--- config.mk ---
export PLATFORM = sky130hd
export DESIGN_NAME = deviation_weighted_block_smoother_top
export DESIGN_NICKNAME = d
export VERILOG_FILES = /design/src/hw/rtl/dwbs_pkg.sv /design/src/hw/rtl/dwbs_store.sv /design/src/hw/rtl/dwbs_stats.sv /design/src/hw/rtl/dwbs_div.sv /design/src/hw/rtl/deviation_weighted_block_smoother_top.sv
export SDC_FILE = /design/constraint.sdc
export NUM_CORES = 1
export LEC_CHECK = 0
export ABC_AREA = 0
export BUFFER_PORTS_ARGS = -buffer_cell sky130_fd_sc_hd__buf_2
export CAP_MARGIN = 0
export CORE_ASPECT_RATIO = 0.5
export CORE_UTILIZATION = 52
export DETAILED_ROUTE_END_ITERATION = 16
export GPL_ROUTABILITY_DRIVEN = 0
export GPL_TIMING_DRIVEN = 0
export PLACE_DENSITY = 0.68
export SLEW_MARGIN = 25
export SYNTH_ARGS = -nofsm -noshare
export SYNTH_HDL_FRONTEND = slang
export SYNTH_SLANG_ARGS = --single-unit
--- constraint.sdc ---
create_clock -name clk -period 7.65 [get_ports clk]
set_clock_uncertainty 0.1 [all_clocks]
set_input_delay 0.3825 -clock clk [delete_from_list [all_inputs] [get_ports clk]]
set_output_delay 0.3825 -clock clk [all_outputs]
set_load 0.005 [all_outputs]
--- src/hw/rtl/dwbs_pkg.sv ---
// ----------------------------------------------------------------------------
// dwbs_pkg
// Shared constants for the deviation weighted block smoother.
// ----------------------------------------------------------------------------
package dwbs_pkg;

    // defaults for the top level parameters
    localparam int BLOCK_LEN_DEF   = 5;
    localparam int SAMPLE_BITS_DEF = 16;

    // fixed port widths
    localparam int SAMPLE_W = 16;
    localparam int OUT_W    = 26;

    // fraction bits of the result
    localparam int FRAC_W = 8;

    // quotient bits resolved per divider cycle
    localparam int DIV_RADIX_BITS = 4;

    // result saturation limits (magnitudes)
    localparam int OUT_MAX     = (2 ** (OUT_W - 1)) - 1;
    localparam int OUT_MIN_MAG = 2 ** (OUT_W - 1);

endpackage

--- src/hw/rtl/dwbs_store.sv ---
// ----------------------------------------------------------------------------
// dwbs_store
// Sample memory: one write port, one read port, registered read data.
// ----------------------------------------------------------------------------
module dwbs_store #(
    parameter int DEPTH  = dwbs_pkg::BLOCK_LEN_DEF,
    parameter int DATA_W = dwbs_pkg::SAMPLE_BITS_DEF,
    parameter int ADDR_W = $clog2(DEPTH)
) (
    input  logic              clk,
    input  logic              wr_en,
    input  logic [ADDR_W-1:0] wr_addr,
    input  logic [DATA_W-1:0] wr_data,
    input  logic              rd_en,
    input  logic [ADDR_W-1:0] rd_addr,
    output logic [DATA_W-1:0] rd_data
);

    logic [DATA_W-1:0] mem [DEPTH];
    logic [DATA_W-1:0] rd_data_reg;

    // write port
    always_ff @(posedge clk)
    begin
        if (wr_en)
        begin
            mem[wr_addr] <= wr_data;
        end
    end

    // read port, data registered on rd_en
    always_ff @(posedge clk)
    begin
        if (rd_en)
        begin
            rd_data_reg <= mem[rd_addr];
        end
    end

    assign rd_data = rd_data_reg;

endmodule

--- src/hw/rtl/dwbs_stats.sv ---
// ----------------------------------------------------------------------------
// dwbs_stats
// Block-end pass accumulator: compares each stored sample, scaled by N,
// against the block sum and gathers P-Q and the sum of positive deviations.
// ----------------------------------------------------------------------------
module dwbs_stats #(
    parameter int BLOCK_LEN   = dwbs_pkg::BLOCK_LEN_DEF,
    parameter int SAMPLE_BITS = dwbs_pkg::SAMPLE_BITS_DEF,
    parameter int SUM_W       = SAMPLE_BITS + $clog2(BLOCK_LEN) + 1,
    parameter int DEV_W       = SAMPLE_BITS + 2 * $clog2(BLOCK_LEN) + 1,
    parameter int PQ_W        = $clog2(BLOCK_LEN + 1) + 1
) (
    input  logic                    clk,
    input  logic                    rst_n,
    input  logic                    clr,
    input  logic                    en,
    input  logic signed [SAMPLE_BITS-1:0] x,
    input  logic signed [SUM_W-1:0] sum,
    output logic signed [PQ_W-1:0]  pq,
    output logic [DEV_W-1:0]        dev
);

    localparam logic signed [SUM_W-1:0] N_S = SUM_W'(BLOCK_LEN);

    logic signed [SUM_W-1:0] scaled;
    logic signed [SUM_W:0]   diff;
    logic                    gt;
    logic                    lt;
    logic signed [PQ_W-1:0]  pq_reg;
    logic [DEV_W-1:0]        dev_reg;

    // x*N against S
    always_comb
    begin
        scaled = SUM_W'(x) * N_S;
        diff   = (SUM_W + 1)'(scaled) - (SUM_W + 1)'(sum);
        gt     = (diff > 0);
        lt     = (diff < 0);
    end

    // accumulators
    always_ff @(posedge clk or negedge rst_n)
    begin
        if (!rst_n)
        begin
            pq_reg  <= '0;
            dev_reg <= '0;
        end
        else if (clr)
        begin
            pq_reg  <= '0;
            dev_reg <= '0;
        end
        else if (en)
        begin
            if (gt)
            begin
                pq_reg  <= pq_reg + PQ_W'(1);
                dev_reg <= dev_reg + DEV_W'(diff);
            end
            else if (lt)
            begin
                pq_reg <= pq_reg - PQ_W'(1);
            end
        end
    end

    assign pq  = pq_reg;
    assign dev = dev_reg;

endmodule

--- src/hw/rtl/dwbs_div.sv ---
// ----------------------------------------------------------------------------
// dwbs_div
// Restoring divider by a constant, several quotient bits per cycle.
// Quotient holds after done until the next start.
// ----------------------------------------------------------------------------
module dwbs_div #(
    parameter int DV_W    = 40,
    parameter int DIVISOR = dwbs_pkg::BLOCK_LEN_DEF ** 3,
    parameter int V_W     = $clog2(DIVISOR + 1)
) (
    input  logic            clk,
    input  logic            rst_n,
    input  logic            start,
    input  logic [DV_W-1:0] dividend,
    output logic            done,
    output logic [DV_W-1:0] quotient
);

    localparam int R    = dwbs_pkg::DIV_RADIX_BITS;
    localparam int ITER = DV_W / R;
    localparam int IC_W = $clog2(ITER + 1);
    localparam logic [V_W:0] DIV_EXT = (V_W + 1)'(DIVISOR);

    logic [DV_W-1:0] quo_reg;
    logic [V_W-1:0]  rem_reg;
    logic [IC_W-1:0] iter_reg;
    logic            busy_reg;
    logic            done_reg;
    logic [DV_W-1:0] quo_next;
    logic [V_W-1:0]  rem_next;

    // R shift-compare-subtract steps on the narrow remainder
    always_comb
    begin
        logic [V_W:0] trial;
        quo_next = quo_reg;
        rem_next = rem_reg;
        for (int k = 0; k < R; k++)
        begin
            trial    = {rem_next, quo_next[DV_W-1]};
            quo_next = {quo_next[DV_W-2:0], 1'b0};
            if (trial >= DIV_EXT)
            begin
                trial       = trial - DIV_EXT;
                quo_next[0] = 1'b1;
            end
            rem_next = trial[V_W-1:0];
        end
    end

    always_ff @(posedge clk or negedge rst_n)
    begin
        if (!rst_n)
        begin
            quo_reg  <= '0;
            rem_reg  <= '0;
            iter_reg <= '0;
            busy_reg <= 1'b0;
            done_reg <= 1'b0;
        end
        else
        begin
            done_reg <= 1'b0;
            if (start)
            begin
                quo_reg  <= dividend;
                rem_reg  <= '0;
                iter_reg <= IC_W'(ITER);
                busy_reg <= 1'b1;
            end
            else if (busy_reg)
            begin
                quo_reg  <= quo_next;
                rem_reg  <= rem_next;
                iter_reg <= iter_reg - IC_W'(1);
                if (iter_reg == IC_W'(1))
                begin
                    busy_reg <= 1'b0;
                    done_reg <= 1'b1;
                end
            end
        end
    end

    assign done     = done_reg;
    assign quotient = quo_reg;

endmodule

--- src/hw/rtl/deviation_weighted_block_smoother_top.sv ---
// ----------------------------------------------------------------------------
// deviation_weighted_block_smoother_top
// Block smoother: mean of N samples corrected by (P-Q)*TD/N^2, Q8 result.
// ----------------------------------------------------------------------------
// Samples are taken one per cycle while a block fills (sample_ready high) and
// stored in a small synchronous memory; the N-th sample of a block yields one
// result, the others none. After the N-th sample the block reads the memory
// back once, forms the numerator in a multiply and an add step and divides it
// by N^3 in a constant divider that resolves 4 quotient bits a cycle (DV_W,
// the dividend width, is rounded up to a multiple of 4), then loads the
// output register. The result waits in its output register, so the next
// block fills while it is held; sample_ready stays low from the N-th sample
// until the result is loaded: during the block-end pass, the numerator and
// the division, and while a finished result cannot yet be loaded.
// ----------------------------------------------------------------------------
module deviation_weighted_block_smoother_top #(
    parameter int BLOCK_LEN   = dwbs_pkg::BLOCK_LEN_DEF,
    parameter int SAMPLE_BITS = dwbs_pkg::SAMPLE_BITS_DEF
) (
    input  logic                                 clk,
    input  logic                                 rst_n,
    input  logic                                 sample_valid,
    output logic                                 sample_ready,
    input  logic signed [dwbs_pkg::SAMPLE_W-1:0] sample,
    output logic                                 smoothed_valid,
    input  logic                                 smoothed_ready,
    output logic signed [dwbs_pkg::OUT_W-1:0]    smoothed
);

    localparam int OUT_W  = dwbs_pkg::OUT_W;
    localparam int FRAC_W = dwbs_pkg::FRAC_W;
    localparam int R      = dwbs_pkg::DIV_RADIX_BITS;
    localparam int AW     = $clog2(BLOCK_LEN);
    localparam int RAW_W  = (SAMPLE_BITS > dwbs_pkg::SAMPLE_W) ? SAMPLE_BITS
                                                                : dwbs_pkg::SAMPLE_W;
    localparam int SUM_W  = SAMPLE_BITS + $clog2(BLOCK_LEN) + 1;
    localparam int DEV_W  = SAMPLE_BITS + 2 * $clog2(BLOCK_LEN) + 1;
    localparam int PQ_W   = $clog2(BLOCK_LEN + 1) + 1;
    localparam int NUM_W  = PQ_W + DEV_W + 2;
    localparam int DV_W   = ((NUM_W + FRAC_W + R - 1) / R) * R;
    localparam int CMP_W  = (DV_W > OUT_W) ? DV_W : OUT_W + 1;
    localparam int N3     = BLOCK_LEN * BLOCK_LEN * BLOCK_LEN;
    localparam logic signed [NUM_W-1:0] N2_S = NUM_W'(BLOCK_LEN * BLOCK_LEN);

    typedef enum logic [2:0] {
        ST_FILL,
        ST_PASS,
        ST_DRAIN,
        ST_MUL,
        ST_ADD,
        ST_DIV,
        ST_OUT
    } state_t;

    state_t                   state_reg;
    logic [AW-1:0]            cnt_reg;
    logic [AW-1:0]            idx_reg;
    logic                     rd_vld_reg;
    logic signed [SUM_W-1:0]  sum_reg;
    logic signed [NUM_W-1:0]  prod_reg;
    logic signed [NUM_W-1:0]  sn2_reg;
    logic                     neg_reg;
    logic                     out_valid_reg;
    logic signed [OUT_W-1:0]  smoothed_reg;

    logic [RAW_W-1:0]              raw;
    logic signed [SAMPLE_BITS-1:0] x_in;
    logic                          in_beat;
    logic                          out_beat;
    logic                          rd_en;
    logic [SAMPLE_BITS-1:0]        rd_data;
    logic signed [PQ_W-1:0]        pq;
    logic [DEV_W-1:0]              dev;
    logic signed [NUM_W-1:0]       num;
    logic [NUM_W-1:0]              mag;
    logic [DV_W-1:0]               dividend;
    logic                          div_start;
    logic                          div_done;
    logic [DV_W-1:0]               quotient;
    logic [CMP_W-1:0]              q_ext;
    logic signed [OUT_W-1:0]       sat_val;
    logic                          out_load;

    // sample: low SAMPLE_BITS bits, sign-extended
    always_comb
    begin
        raw  = RAW_W'($unsigned(sample));
        x_in = $signed(raw[SAMPLE_BITS-1:0]);
    end

    // handshakes and datapath control
    always_comb
    begin
        sample_ready = (state_reg == ST_FILL);
        in_beat      = sample_valid && sample_ready;
        out_beat     = out_valid_reg && smoothed_ready;
        rd_en        = (state_reg == ST_PASS);
        div_start    = (state_reg == ST_ADD);
        out_load     = (state_reg == ST_OUT) && (!out_valid_reg || smoothed_ready);
    end

    // numerator magnitude, scaled by 2^FRAC_W
    always_comb
    begin
        num      = prod_reg + sn2_reg;
        mag      = num[NUM_W-1] ? NUM_W'(-num) : NUM_W'(num);
        dividend = DV_W'({mag, {FRAC_W{1'b0}}});
    end

    // sign, saturation
    always_comb
    begin
        q_ext = CMP_W'(quotient);
        if (!neg_reg)
        begin
            if (q_ext > CMP_W'(dwbs_pkg::OUT_MAX))
            begin
                sat_val = OUT_W'(dwbs_pkg::OUT_MAX);
            end
            else
            begin
                sat_val = $signed(q_ext[OUT_W-1:0]);
            end
        end
        else
        begin
            if (q_ext > CMP_W'(dwbs_pkg::OUT_MIN_MAG))
            begin
                sat_val = $signed({1'b1, {(OUT_W - 1){1'b0}}});
            end
            else
            begin
                sat_val = -$signed(q_ext[OUT_W-1:0]);
            end
        end
    end

    dwbs_store #(
        .DEPTH  (BLOCK_LEN),
        .DATA_W (SAMPLE_BITS),
        .ADDR_W (AW)
    ) u_store (
        .clk     (clk),
        .wr_en   (in_beat),
        .wr_addr (cnt_reg),
        .wr_data (x_in),
        .rd_en   (rd_en),
        .rd_addr (idx_reg),
        .rd_data (rd_data)
    );

    dwbs_stats #(
        .BLOCK_LEN   (BLOCK_LEN),
        .SAMPLE_BITS (SAMPLE_BITS),
        .SUM_W       (SUM_W),
        .DEV_W       (DEV_W),
        .PQ_W        (PQ_W)
    ) u_stats (
        .clk   (clk),
        .rst_n (rst_n),
        .clr   (state_reg == ST_FILL),
        .en    (rd_vld_reg),
        .x     ($signed(rd_data)),
        .sum   (sum_reg),
        .pq    (pq),
        .dev   (dev)
    );

    dwbs_div #(
        .DV_W    (DV_W),
        .DIVISOR (N3),
        .V_W     ($clog2(N3 + 1))
    ) u_div (
        .clk      (clk),
        .rst_n    (rst_n),
        .start    (div_start),
        .dividend (dividend),
        .done     (div_done),
        .quotient (quotient)
    );

    // sequencer, running sum and output register
    always_ff @(posedge clk or negedge rst_n)
    begin
        if (!rst_n)
        begin
            state_reg     <= ST_FILL;
            cnt_reg       <= '0;
            idx_reg       <= '0;
            rd_vld_reg    <= 1'b0;
            sum_reg       <= '0;
            prod_reg      <= '0;
            sn2_reg       <= '0;
            neg_reg       <= 1'b0;
            out_valid_reg <= 1'b0;
            smoothed_reg  <= '0;
        end
        else
        begin
            rd_vld_reg <= rd_en;
            // a beat that is replaced by a new result in the same cycle stays valid
            if (out_beat && !out_load)
            begin
                out_valid_reg <= 1'b0;
            end
            unique case (state_reg)
                ST_FILL:
                begin
                    if (in_beat)
                    begin
                        sum_reg <= sum_reg + SUM_W'(x_in);
                        if (cnt_reg == AW'(BLOCK_LEN - 1))
                        begin
                            cnt_reg   <= '0;
                            idx_reg   <= '0;
                            state_reg <= ST_PASS;
                        end
                        else
                        begin
                            cnt_reg <= cnt_reg + AW'(1);
                        end
                    end
                end
                ST_PASS:
                begin
                    idx_reg <= idx_reg + AW'(1);
                    if (idx_reg == AW'(BLOCK_LEN - 1))
                    begin
                        state_reg <= ST_DRAIN;
                    end
                end
                ST_DRAIN:
                begin
                    state_reg <= ST_MUL;
                end
                ST_MUL:
                begin
                    prod_reg  <= NUM_W'(pq) * $signed(NUM_W'(dev));
                    sn2_reg   <= NUM_W'(sum_reg) * N2_S;
                    sum_reg   <= '0;
                    state_reg <= ST_ADD;
                end
                ST_ADD:
                begin
                    neg_reg   <= num[NUM_W-1];
                    state_reg <= ST_DIV;
                end
                ST_DIV:
                begin
                    if (div_done)
                    begin
                        state_reg <= ST_OUT;
                    end
                end
                ST_OUT:
                begin
                    if (out_load)
                    begin
                        smoothed_reg  <= sat_val;
                        out_valid_reg <= 1'b1;
                        state_reg     <= ST_FILL;
                    end
                end
                default:
                begin
                    state_reg <= ST_FILL;
                end
            endcase
        end
    end

    assign smoothed_valid = out_valid_reg;
    assign smoothed       = smoothed_reg;

endmodule

### After elaboration in Yosys (flattened, before gate mapping)

Memories as Yosys holds them, arrays and structs flattened. A register that Yosys moved wholly into a read port is not among the register bits.
Index checks and enable logic that the tools add are counted.

| operators by class | value |
|---|---|
| mux-type cells | 48 |
| order comparisons | 8 |
| reductions and logical operators | 21 |
| equality and inequality tests | 14 |
| $mul | 3 |
| add/sub/neg operators | 15 |

Operators by type and width:

| operator | count |
|---|---|
| 2-to-1 mux 40 bit | 2 |
| 2-to-1 mux 26 bit | 3 |
| 2-to-1 mux 23 bit | 3 |
| 2-to-1 mux 7 bit | 6 |
| greater-than comparator 40 x 25 -> 1 bit (second input constant) | 1 |
| greater-than comparator 40 x 26 -> 1 bit (second input constant) | 1 |
| one-hot mux 20 bit (2 select lines) | 1 |
| >= comparator 8 x 7 -> 1 bit (second input constant) | 4 |
| adder 29 bit | 1 |
| 2-to-1 mux 29 bit | 1 |
| negation 29 bit | 1 |
| multiplier 4 x 24 -> 28 bit | 1 |
| subtractor 7 bit (second input constant) | 4 |
| multiplier 20 x 6 -> 26 bit (second input constant) | 1 |
| negation 26 bit | 1 |
| 2-to-1 mux 3 bit | 8 |
| 2-to-1 mux 4 bit | 6 |
| adder 23 bit | 1 |
| greater-than comparator 21 x 1 -> 1 bit (second input constant) | 1 |
| < comparator 21 x 1 -> 1 bit (second input constant) | 1 |
| one-hot mux 3 bit (7 select lines) | 1 |
| subtractor 20 x 20 -> 21 bit | 1 |
| adder 20 x 16 -> 20 bit | 1 |
| multiplier 16 x 4 -> 20 bit (second input constant) | 1 |
| 22 further kinds | 57 |

| word-level totals | value |
|---|---|
| bits in writable memories | 80 |
| memories | 1 |
| bits of input ports | 20 |
| logic and storage cells | 127 |
| flip-flop bits (word level) | 196 |

Memories:

| name | words | width | rd ports | clocked after Yosys merged registers in | write ports | line | RTL |
|---|---|---|---|---|---|---|---|
| u_store.mem | 5 | 16 | 1 | 1 | 1 | dwbs_store.sv:19 | `logic [DATA_W-1:0] mem [DEPTH];` |

### Logic depth before layout (Yosys ltp)

| logic depth | value |
|---|---|
| depth after elaboration | 10 |
| gate-level depth with buffers | 25 |
| mapped depth without buffers | 25 |

### By module

Synthesis repeated with hierarchy kept, for this count alone.

| unflattened totals | value |
|---|---|
| cells, all modules | 2745 |
| area total of the unflattened synthesis | 25152.9 sq um |

Modules (own cells, without submodules):

| module | cells each | area an instance (sq um) | times used |
|---|---|---|---|
| deviation_weighted_block_smoother_top | 1589 | 13256.5 | 1 |
| dwbs_stats | 564 | 4649.5 | 1 |
| dwbs_store | 196 | 3656.0 | 1 |
| dwbs_div | 396 | 3590.9 | 1 |

### Worst setup path after synthesis

Ideal clock, no wire load.

| timing | value |
|---|---|
| path kind | flip-flop to flip-flop |
| start point | register u_stats.pq_reg[3] (netlist: u_stats.pq[3]) |
| end point | register prod_reg[25] |
| setup slack | 2.168 ns |
| path buffers | 1 |
| stages on the path, launching flop included | 22 |
| required time | 7.417 ns |
| setup time | 0.133 ns |
| arrival | 5.249 ns |
| path through | dfrtp_1 clkbuf_1 nand2b_1 fa_1 fa_1 fa_1 inv_1 ha_1 inv_1 fa_1 nor2b_1 o21a_1 o21ai_0 or4b_2 a31oi_1 o211ai_1 nand4_1 a31oi_1 or4_1 a31oi_1 xor2_1 o21ai_0 |

| on the way | value |
|---|---|
| word-level cells in the longest chain between the ends | 1 |

Ends and longest elaborated chain:

| what | line | RTL |
|---|---|---|
| start, declared | dwbs_stats.sv:29 | `logic signed [PQ_W-1:0] pq_reg;` |
| start signal, assigned | dwbs_stats.sv:58 | `pq_reg <= pq_reg + PQ_W'(1);` |
| start signal, assigned | dwbs_stats.sv:63 | `pq_reg <= pq_reg - PQ_W'(1);` |
| multiplier 4 x 24 -> 28 bit | deviation_weighted_block_smoother_top.sv:238 | `prod_reg <= NUM_W'(pq) * $signed(NUM_W'(dev));` |
| end signal, assigned | deviation_weighted_block_smoother_top.sv:238 |  |
| end, declared | deviation_weighted_block_smoother_top.sv:60 | `logic signed [NUM_W-1:0] prod_reg;` |

No other way between the ends.
A chain may end at the register's enable or synchronous reset.

### Final worst setup path

Same ends and word-level chain as after synthesis.

==> impl_metrics.sql <==
INSERT INTO impl_metrics (metric_group, metric, value, unit) VALUES
('clocking', 'register_clock_pin_slew_on_the_reported_worst_setup_and_hold_paths', '0.06', 'ns'),
('floorplan', 'core.rowCount', '55', ''),
('floorplan', 'full_die_area', '47340', 'um^2'),
('critical_path', 'crit_slowest_cell', 'sky130_fd_sc_hd__or4b_2', ''),
('floorplan', 'io-pin-count', '48', ''),
('critical_path', 'crit_path_end_kind', 'register', ''),
('drt', 'detail_route.vias_per_cell', '5.683', ''),
('drt', 'firstDrtPassIters', '5', ''),
('yosys', 'synth-xor-area-share', '0.05080', ''),
('drt', 'detailroute.via_count', '19111', ''),
('yosys', 'synth_cell_types', '105', ''),
('timing', 'final_min_period_over_clock_period', '0.8529', ''),
('placement', 'placed_cells', '3294', ''),
('clocking', 'cts_inserted_buffers', '30', ''),
('critical_path', 'critical_path.most_common_cell', 'sky130_fd_sc_hd__fa_1', ''),
('floorplan', 'die_width', '306.7', 'um'),
('yosys', 'mappedNetlistNets', '2970', ''),
('yosys', 'synthArstFlopShare', '0.6667', ''),
('finish', 'area_growth', '9.606', '%'),
('timing', 'finalCriticalPeriod', '6.525', 'ns'),
('drt', 'routedWlPerCell', '17.34', 'um'),
('critical_path', 'setup.worst_path.class', 'register to register', ''),
('grt', 'grt_start_max_net_pins', '89', ''),
('yosys', 'post_synth_edffs', '96', ''),
('yosys', 'synth_mux_area_frac', '0.04137', ''),
('drt', 'final_antenna_net_count', '0', ''),
('clocking', 'cts_tree', 'done', ''),
('critical_path', 'critPathMaxStageDelay', '0.61', 'ns'),
('critical_path', 'crit_path_launch_type', 'register', ''),
('yosys', 'ys.flop_type', 'sky130_fd_sc_hd__dfrtp_1', ''),
('yosys', 'ys_seq_elements', '288', ''),
('min_path', 'min_path_type', 'input port to register', ''),
('clocking', 'worst_skew_pair.late_latency', '0.60', 'ns'),
('job', 'timing.max_cap.violations', '0', ''),
('timing', 'finalSetupViolations', '0', ''),
('run_status', 'outcome', 'complete, no violations', ''),
('yosys', 'dominant_combinational_cell_family_by_area_after_synthesis', 'adder cells', ''),
('finish', 'insertedDiodeCount', '0', ''),
('yosys', 'synth_simple_gate_area_frac', '0.1634', ''),
('clocking', 'max-clock-path-buffers', '3', ''),
('grt', 'globalRouteOverflowTotal', '0', ''),
('clocking', 'cts_sinks', '288', ''),
('drt', 'iter_0_drt_violations', '1374', ''),
('critical_path', 'ordered_list_of_cells_on_the_worst_path', 'clkbuf_1 > nand2b_1 > fa_1 > fa_1 > fa_1 > inv_1 > ha_1 > inv_1 > fa_1 > nor2b_1 > o21a_1 > o21ai_0 > or4b_2 > a31oi_1 > o211ai_1 > nand4_1 > a31oi_1 > or4_1 > a31oi_1 > xor2_1 > o21ai_0', ''),
('yosys', 'post_synth_fa_ha_maj_area_fraction', '0.2044', ''),
('critical_path', 'critical_path_fanouts_max', '10', ''),
('timing', 'hold_slack', '0.02164', 'ns'),
('min_path', 'min_path_cells', '1', ''),
('floorplan', 'chipHeight', '154.3', 'um'),
('clocking', 'htree_num_levels', '1', ''),
('timing', 'grt_setup_unrepaired', 'no', ''),
('timing', 'tightestPinTransition', '1.025', 'ns'),
('placement', 'detailedPlace.worstSlack', '1.195', 'ns'),
('timing', 'finalSetupTns', '0', 'ns'),
('finish', 'layout-drive-gt1-share', '0.07749', ''),
('timing', 'clock.fmax', '0.1533', 'GHz'),
('placement', 'port_buffers', '47', ''),
('yosys', 'yosysSeqAreaShare', '0.3185', ''),
('yosys', 'synthesized_netlist_cell_count', '2606', ''),
('critical_path', 'number_of_gates_on_the_worst_path_with_buffers_counted', '21', ''),
('critical_path', 'cp_data_arrival_time', '6.87', 'ns'),
('critical_path', 'r2r.worst_path.cells', '21', ''),
('finish', 'fin_cells', '3363', ''),
('yosys', 'synth.avg_cell_area', '9.262', 'um^2'),
('floorplan', 'core_area', '45490', 'um^2'),
('yosys', 'synth_compound_area_frac', '0.1627', ''),
('critical_path', 'timing.critical_path.max_delay_family', 'adder cells', ''),
('yosys', 'synthesis.area', '24140', 'um^2'),
('timing', 'fin_max_slew_vios', '0', ''),
('yosys', 'synth-warning-count', '0', ''),
('grt', 'wire_length_of_the_first_global_routing_pass', '95920', 'um');
final timing paths:
check / slack, ns / from / to
min reg2reg: 0.39 / prod_reg[19]$_DFFE_PN0P_ / prod_reg[19]$_DFFE_PN0P_
max in group asynchronous: 6.52 / rst_n / smoothed[3]$_DFFE_PN0P_
max: 1.13 / u_stats.pq[3]$_DFFE_PN0P_ / prod_reg[25]$_DFFE_PN0P_
max reg2reg: 1.13 / u_stats.pq[3]$_DFFE_PN0P_ / prod_reg[25]$_DFFE_PN0P_
min: 0.02 / sample[1] / u_store.mem[2][1]$_DFFE_PP_
min in group asynchronous: 0.15 / rst_n / idx_reg[2]$_DFFE_PN0P_
layout by cell type (no fill, tap or decap), types with 8 or more instances in the layout:
| cell | instances |
|---|---|
| sky130_fd_sc_hd__or2_2 | 14 |
| sky130_fd_sc_hd__or3_1 | 23 |
| sky130_fd_sc_hd__dlygate4sd3_1 | 15 |
| sky130_fd_sc_hd__o31ai_1 | 39 |
| sky130_fd_sc_hd__o21a_1 | 19 |
| sky130_fd_sc_hd__xor2_1 | 62 |
| sky130_fd_sc_hd__nor4_1 | 16 |
| sky130_fd_sc_hd__inv_1 | 278 |
| sky130_fd_sc_hd__nand3b_1 | 21 |
| sky130_fd_sc_hd__xnor2_1 | 78 |
| sky130_fd_sc_hd__mux2i_1 | 42 |
| sky130_fd_sc_hd__ha_1 | 260 |
| sky130_fd_sc_hd__nand2b_1 | 41 |
| sky130_fd_sc_hd__mux2_2 | 18 |
| sky130_fd_sc_hd__and2_1 | 43 |
| sky130_fd_sc_hd__a211oi_1 | 24 |
| sky130_fd_sc_hd__nor2_1 | 155 |
| sky130_fd_sc_hd__a21oi_1 | 125 |
| sky130_fd_sc_hd__buf_2 | 63 |
| sky130_fd_sc_hd__clkbuf_1 | 83 |
| sky130_fd_sc_hd__edfxtp_1 | 96 |
| sky130_fd_sc_hd__mux4_2 | 16 |
| sky130_fd_sc_hd__clkbuf_16 | 30 |
| sky130_fd_sc_hd__o21ai_1 | 16 |
| sky130_fd_sc_hd__nor3_1 | 35 |
| sky130_fd_sc_hd__a31oi_1 | 27 |
| sky130_fd_sc_hd__nor2b_1 | 29 |
| sky130_fd_sc_hd__a21o_1 | 54 |
| sky130_fd_sc_hd__nor3b_1 | 11 |
| sky130_fd_sc_hd__o21ai_0 | 158 |
| sky130_fd_sc_hd__dfrtp_1 | 192 |
| sky130_fd_sc_hd__and3_1 | 18 |
| sky130_fd_sc_hd__nand4_1 | 10 |
| sky130_fd_sc_hd__fa_1 | 84 |
| sky130_fd_sc_hd__o211ai_1 | 18 |
| sky130_fd_sc_hd__nand2_1 | 253 |
| sky130_fd_sc_hd__nand3_1 | 81 |
| sky130_fd_sc_hd__o21bai_1 | 14 |
| sky130_fd_sc_hd__a21boi_0 | 8 |
cells in the mapped netlist (16+ instances only):
library cell               count  area share
sky130_fd_sc_hd__dfrtp_1     192        0.20
sky130_fd_sc_hd__nor2b_1      29      0.0075
sky130_fd_sc_hd__mux2i_1      42       0.017
sky130_fd_sc_hd__a21oi_1     125       0.026
sky130_fd_sc_hd__o21ai_1      16      0.0033
sky130_fd_sc_hd__o21a_1       19      0.0059
sky130_fd_sc_hd__xor2_1       62       0.022
sky130_fd_sc_hd__nor2_1      155       0.024
sky130_fd_sc_hd__or3_1        23      0.0060
sky130_fd_sc_hd__edfxtp_1     96        0.12
sky130_fd_sc_hd__and3_1       18      0.0047
sky130_fd_sc_hd__o211ai_1     18      0.0056
sky130_fd_sc_hd__nor4_1       20      0.0052
sky130_fd_sc_hd__a211oi_1     24      0.0075
sky130_fd_sc_hd__nor3_1       35      0.0073
sky130_fd_sc_hd__nand2_1     253       0.039
sky130_fd_sc_hd__xnor2_1      78       0.028
sky130_fd_sc_hd__a21o_1       54       0.017
sky130_fd_sc_hd__a31oi_1      27      0.0070
sky130_fd_sc_hd__nand3_1      81       0.017
sky130_fd_sc_hd__ha_1        260        0.13
sky130_fd_sc_hd__nand2b_1     41       0.011
sky130_fd_sc_hd__fa_1         84       0.070
sky130_fd_sc_hd__o21ai_0     158       0.033
sky130_fd_sc_hd__mux2_2       18      0.0084
sky130_fd_sc_hd__and2_1       43       0.011
sky130_fd_sc_hd__clkbuf_1     80       0.012
sky130_fd_sc_hd__mux4_2       16       0.015
sky130_fd_sc_hd__inv_1       278       0.043
sky130_fd_sc_hd__nand3b_1     21      0.0065
sky130_fd_sc_hd__o31ai_1      39       0.012
metal layers:
metal  part of all wire  up-vias  GRT usage  routed length, um
li1                   -     9388          -                  -
met1               0.49     9237     0.3636              28450
met2               0.44      404     0.3987              25800
met3              0.045       82    0.03110               2625
met4              0.024        0    0.06095               1427
met5                  0        -          0                  0
repair_timing:
action                                 4_1_cts  5_1_grt
buffers inserted                             0        0
hold buffers                                15        0
endpoints found under the hold margin      262        0
cell families (layout without fill, tap and decap cells):
| family | after synthesis | count (layout) |
|---|---|---|
| adder cells (fa/ha/maj) | 344 | 344 |
| XOR/XNOR | 140 | 140 |
| buffers and inverters | 373 | 503 |
| AND/OR/NAND/NOR | 792 | 792 |
| AO/OA/AOI/OAI | 592 | 592 |
| flip-flops | 288 | 288 |
| multiplexers | 77 | 77 |
per-stage QoR:
| stage | area (um^2) | util |
|---|---|---|
| 6_report | 26460 | 0.5816 |
| 2_1_floorplan | 24140 | - |
| 5_1_grt | 26460 | 0.5816 |
| 4_1_cts | 26450 | 0.5815 |
| 3_3_place_gp | 25160 | 0.5530 |
| 3_5_place_dp | 25310 | 0.5564 |
layout make-up:
| class | count | area (um^2) |
|---|---|---|
| sequential | 288 | 7687 |
| clock buffer | 34 | 775.7 |
| fill | 3983 | 19030 |
| timing repair buffer | 76 | 513.0 |
| multi-input combinational | 1945 | 15060 |
| inverter | 280 | 1051 |
| buffer | 93 | 367.9 |
| clock inverter | 20 | 215.2 |
| tap | 627 | 784.5 |
worst register-to-register path, stage by stage (launching register included):
cell	delay (ns)
sky130_fd_sc_hd__dfrtp_1	0.54
sky130_fd_sc_hd__clkbuf_1	0.50
sky130_fd_sc_hd__nand2b_1	0.16
sky130_fd_sc_hd__fa_1	0.54
sky130_fd_sc_hd__fa_1	0.52
sky130_fd_sc_hd__fa_1	0.52
sky130_fd_sc_hd__inv_1	0.04
sky130_fd_sc_hd__ha_1	0.20
sky130_fd_sc_hd__inv_1	0.07
sky130_fd_sc_hd__fa_1	0.21
sky130_fd_sc_hd__nor2b_1	0.06
sky130_fd_sc_hd__o21a_1	0.17
sky130_fd_sc_hd__o21ai_0	0.22
sky130_fd_sc_hd__or4b_2	0.61
sky130_fd_sc_hd__a31oi_1	0.33
sky130_fd_sc_hd__o211ai_1	0.19
sky130_fd_sc_hd__nand4_1	0.15
sky130_fd_sc_hd__a31oi_1	0.16
sky130_fd_sc_hd__or4_1	0.44
sky130_fd_sc_hd__a31oi_1	0.20
sky130_fd_sc_hd__xor2_1	0.34
sky130_fd_sc_hd__o21ai_0	0.12
Power is not shown: default switching activity piles up to over one toggle a cycle in this logic, so the estimate is an artifact.
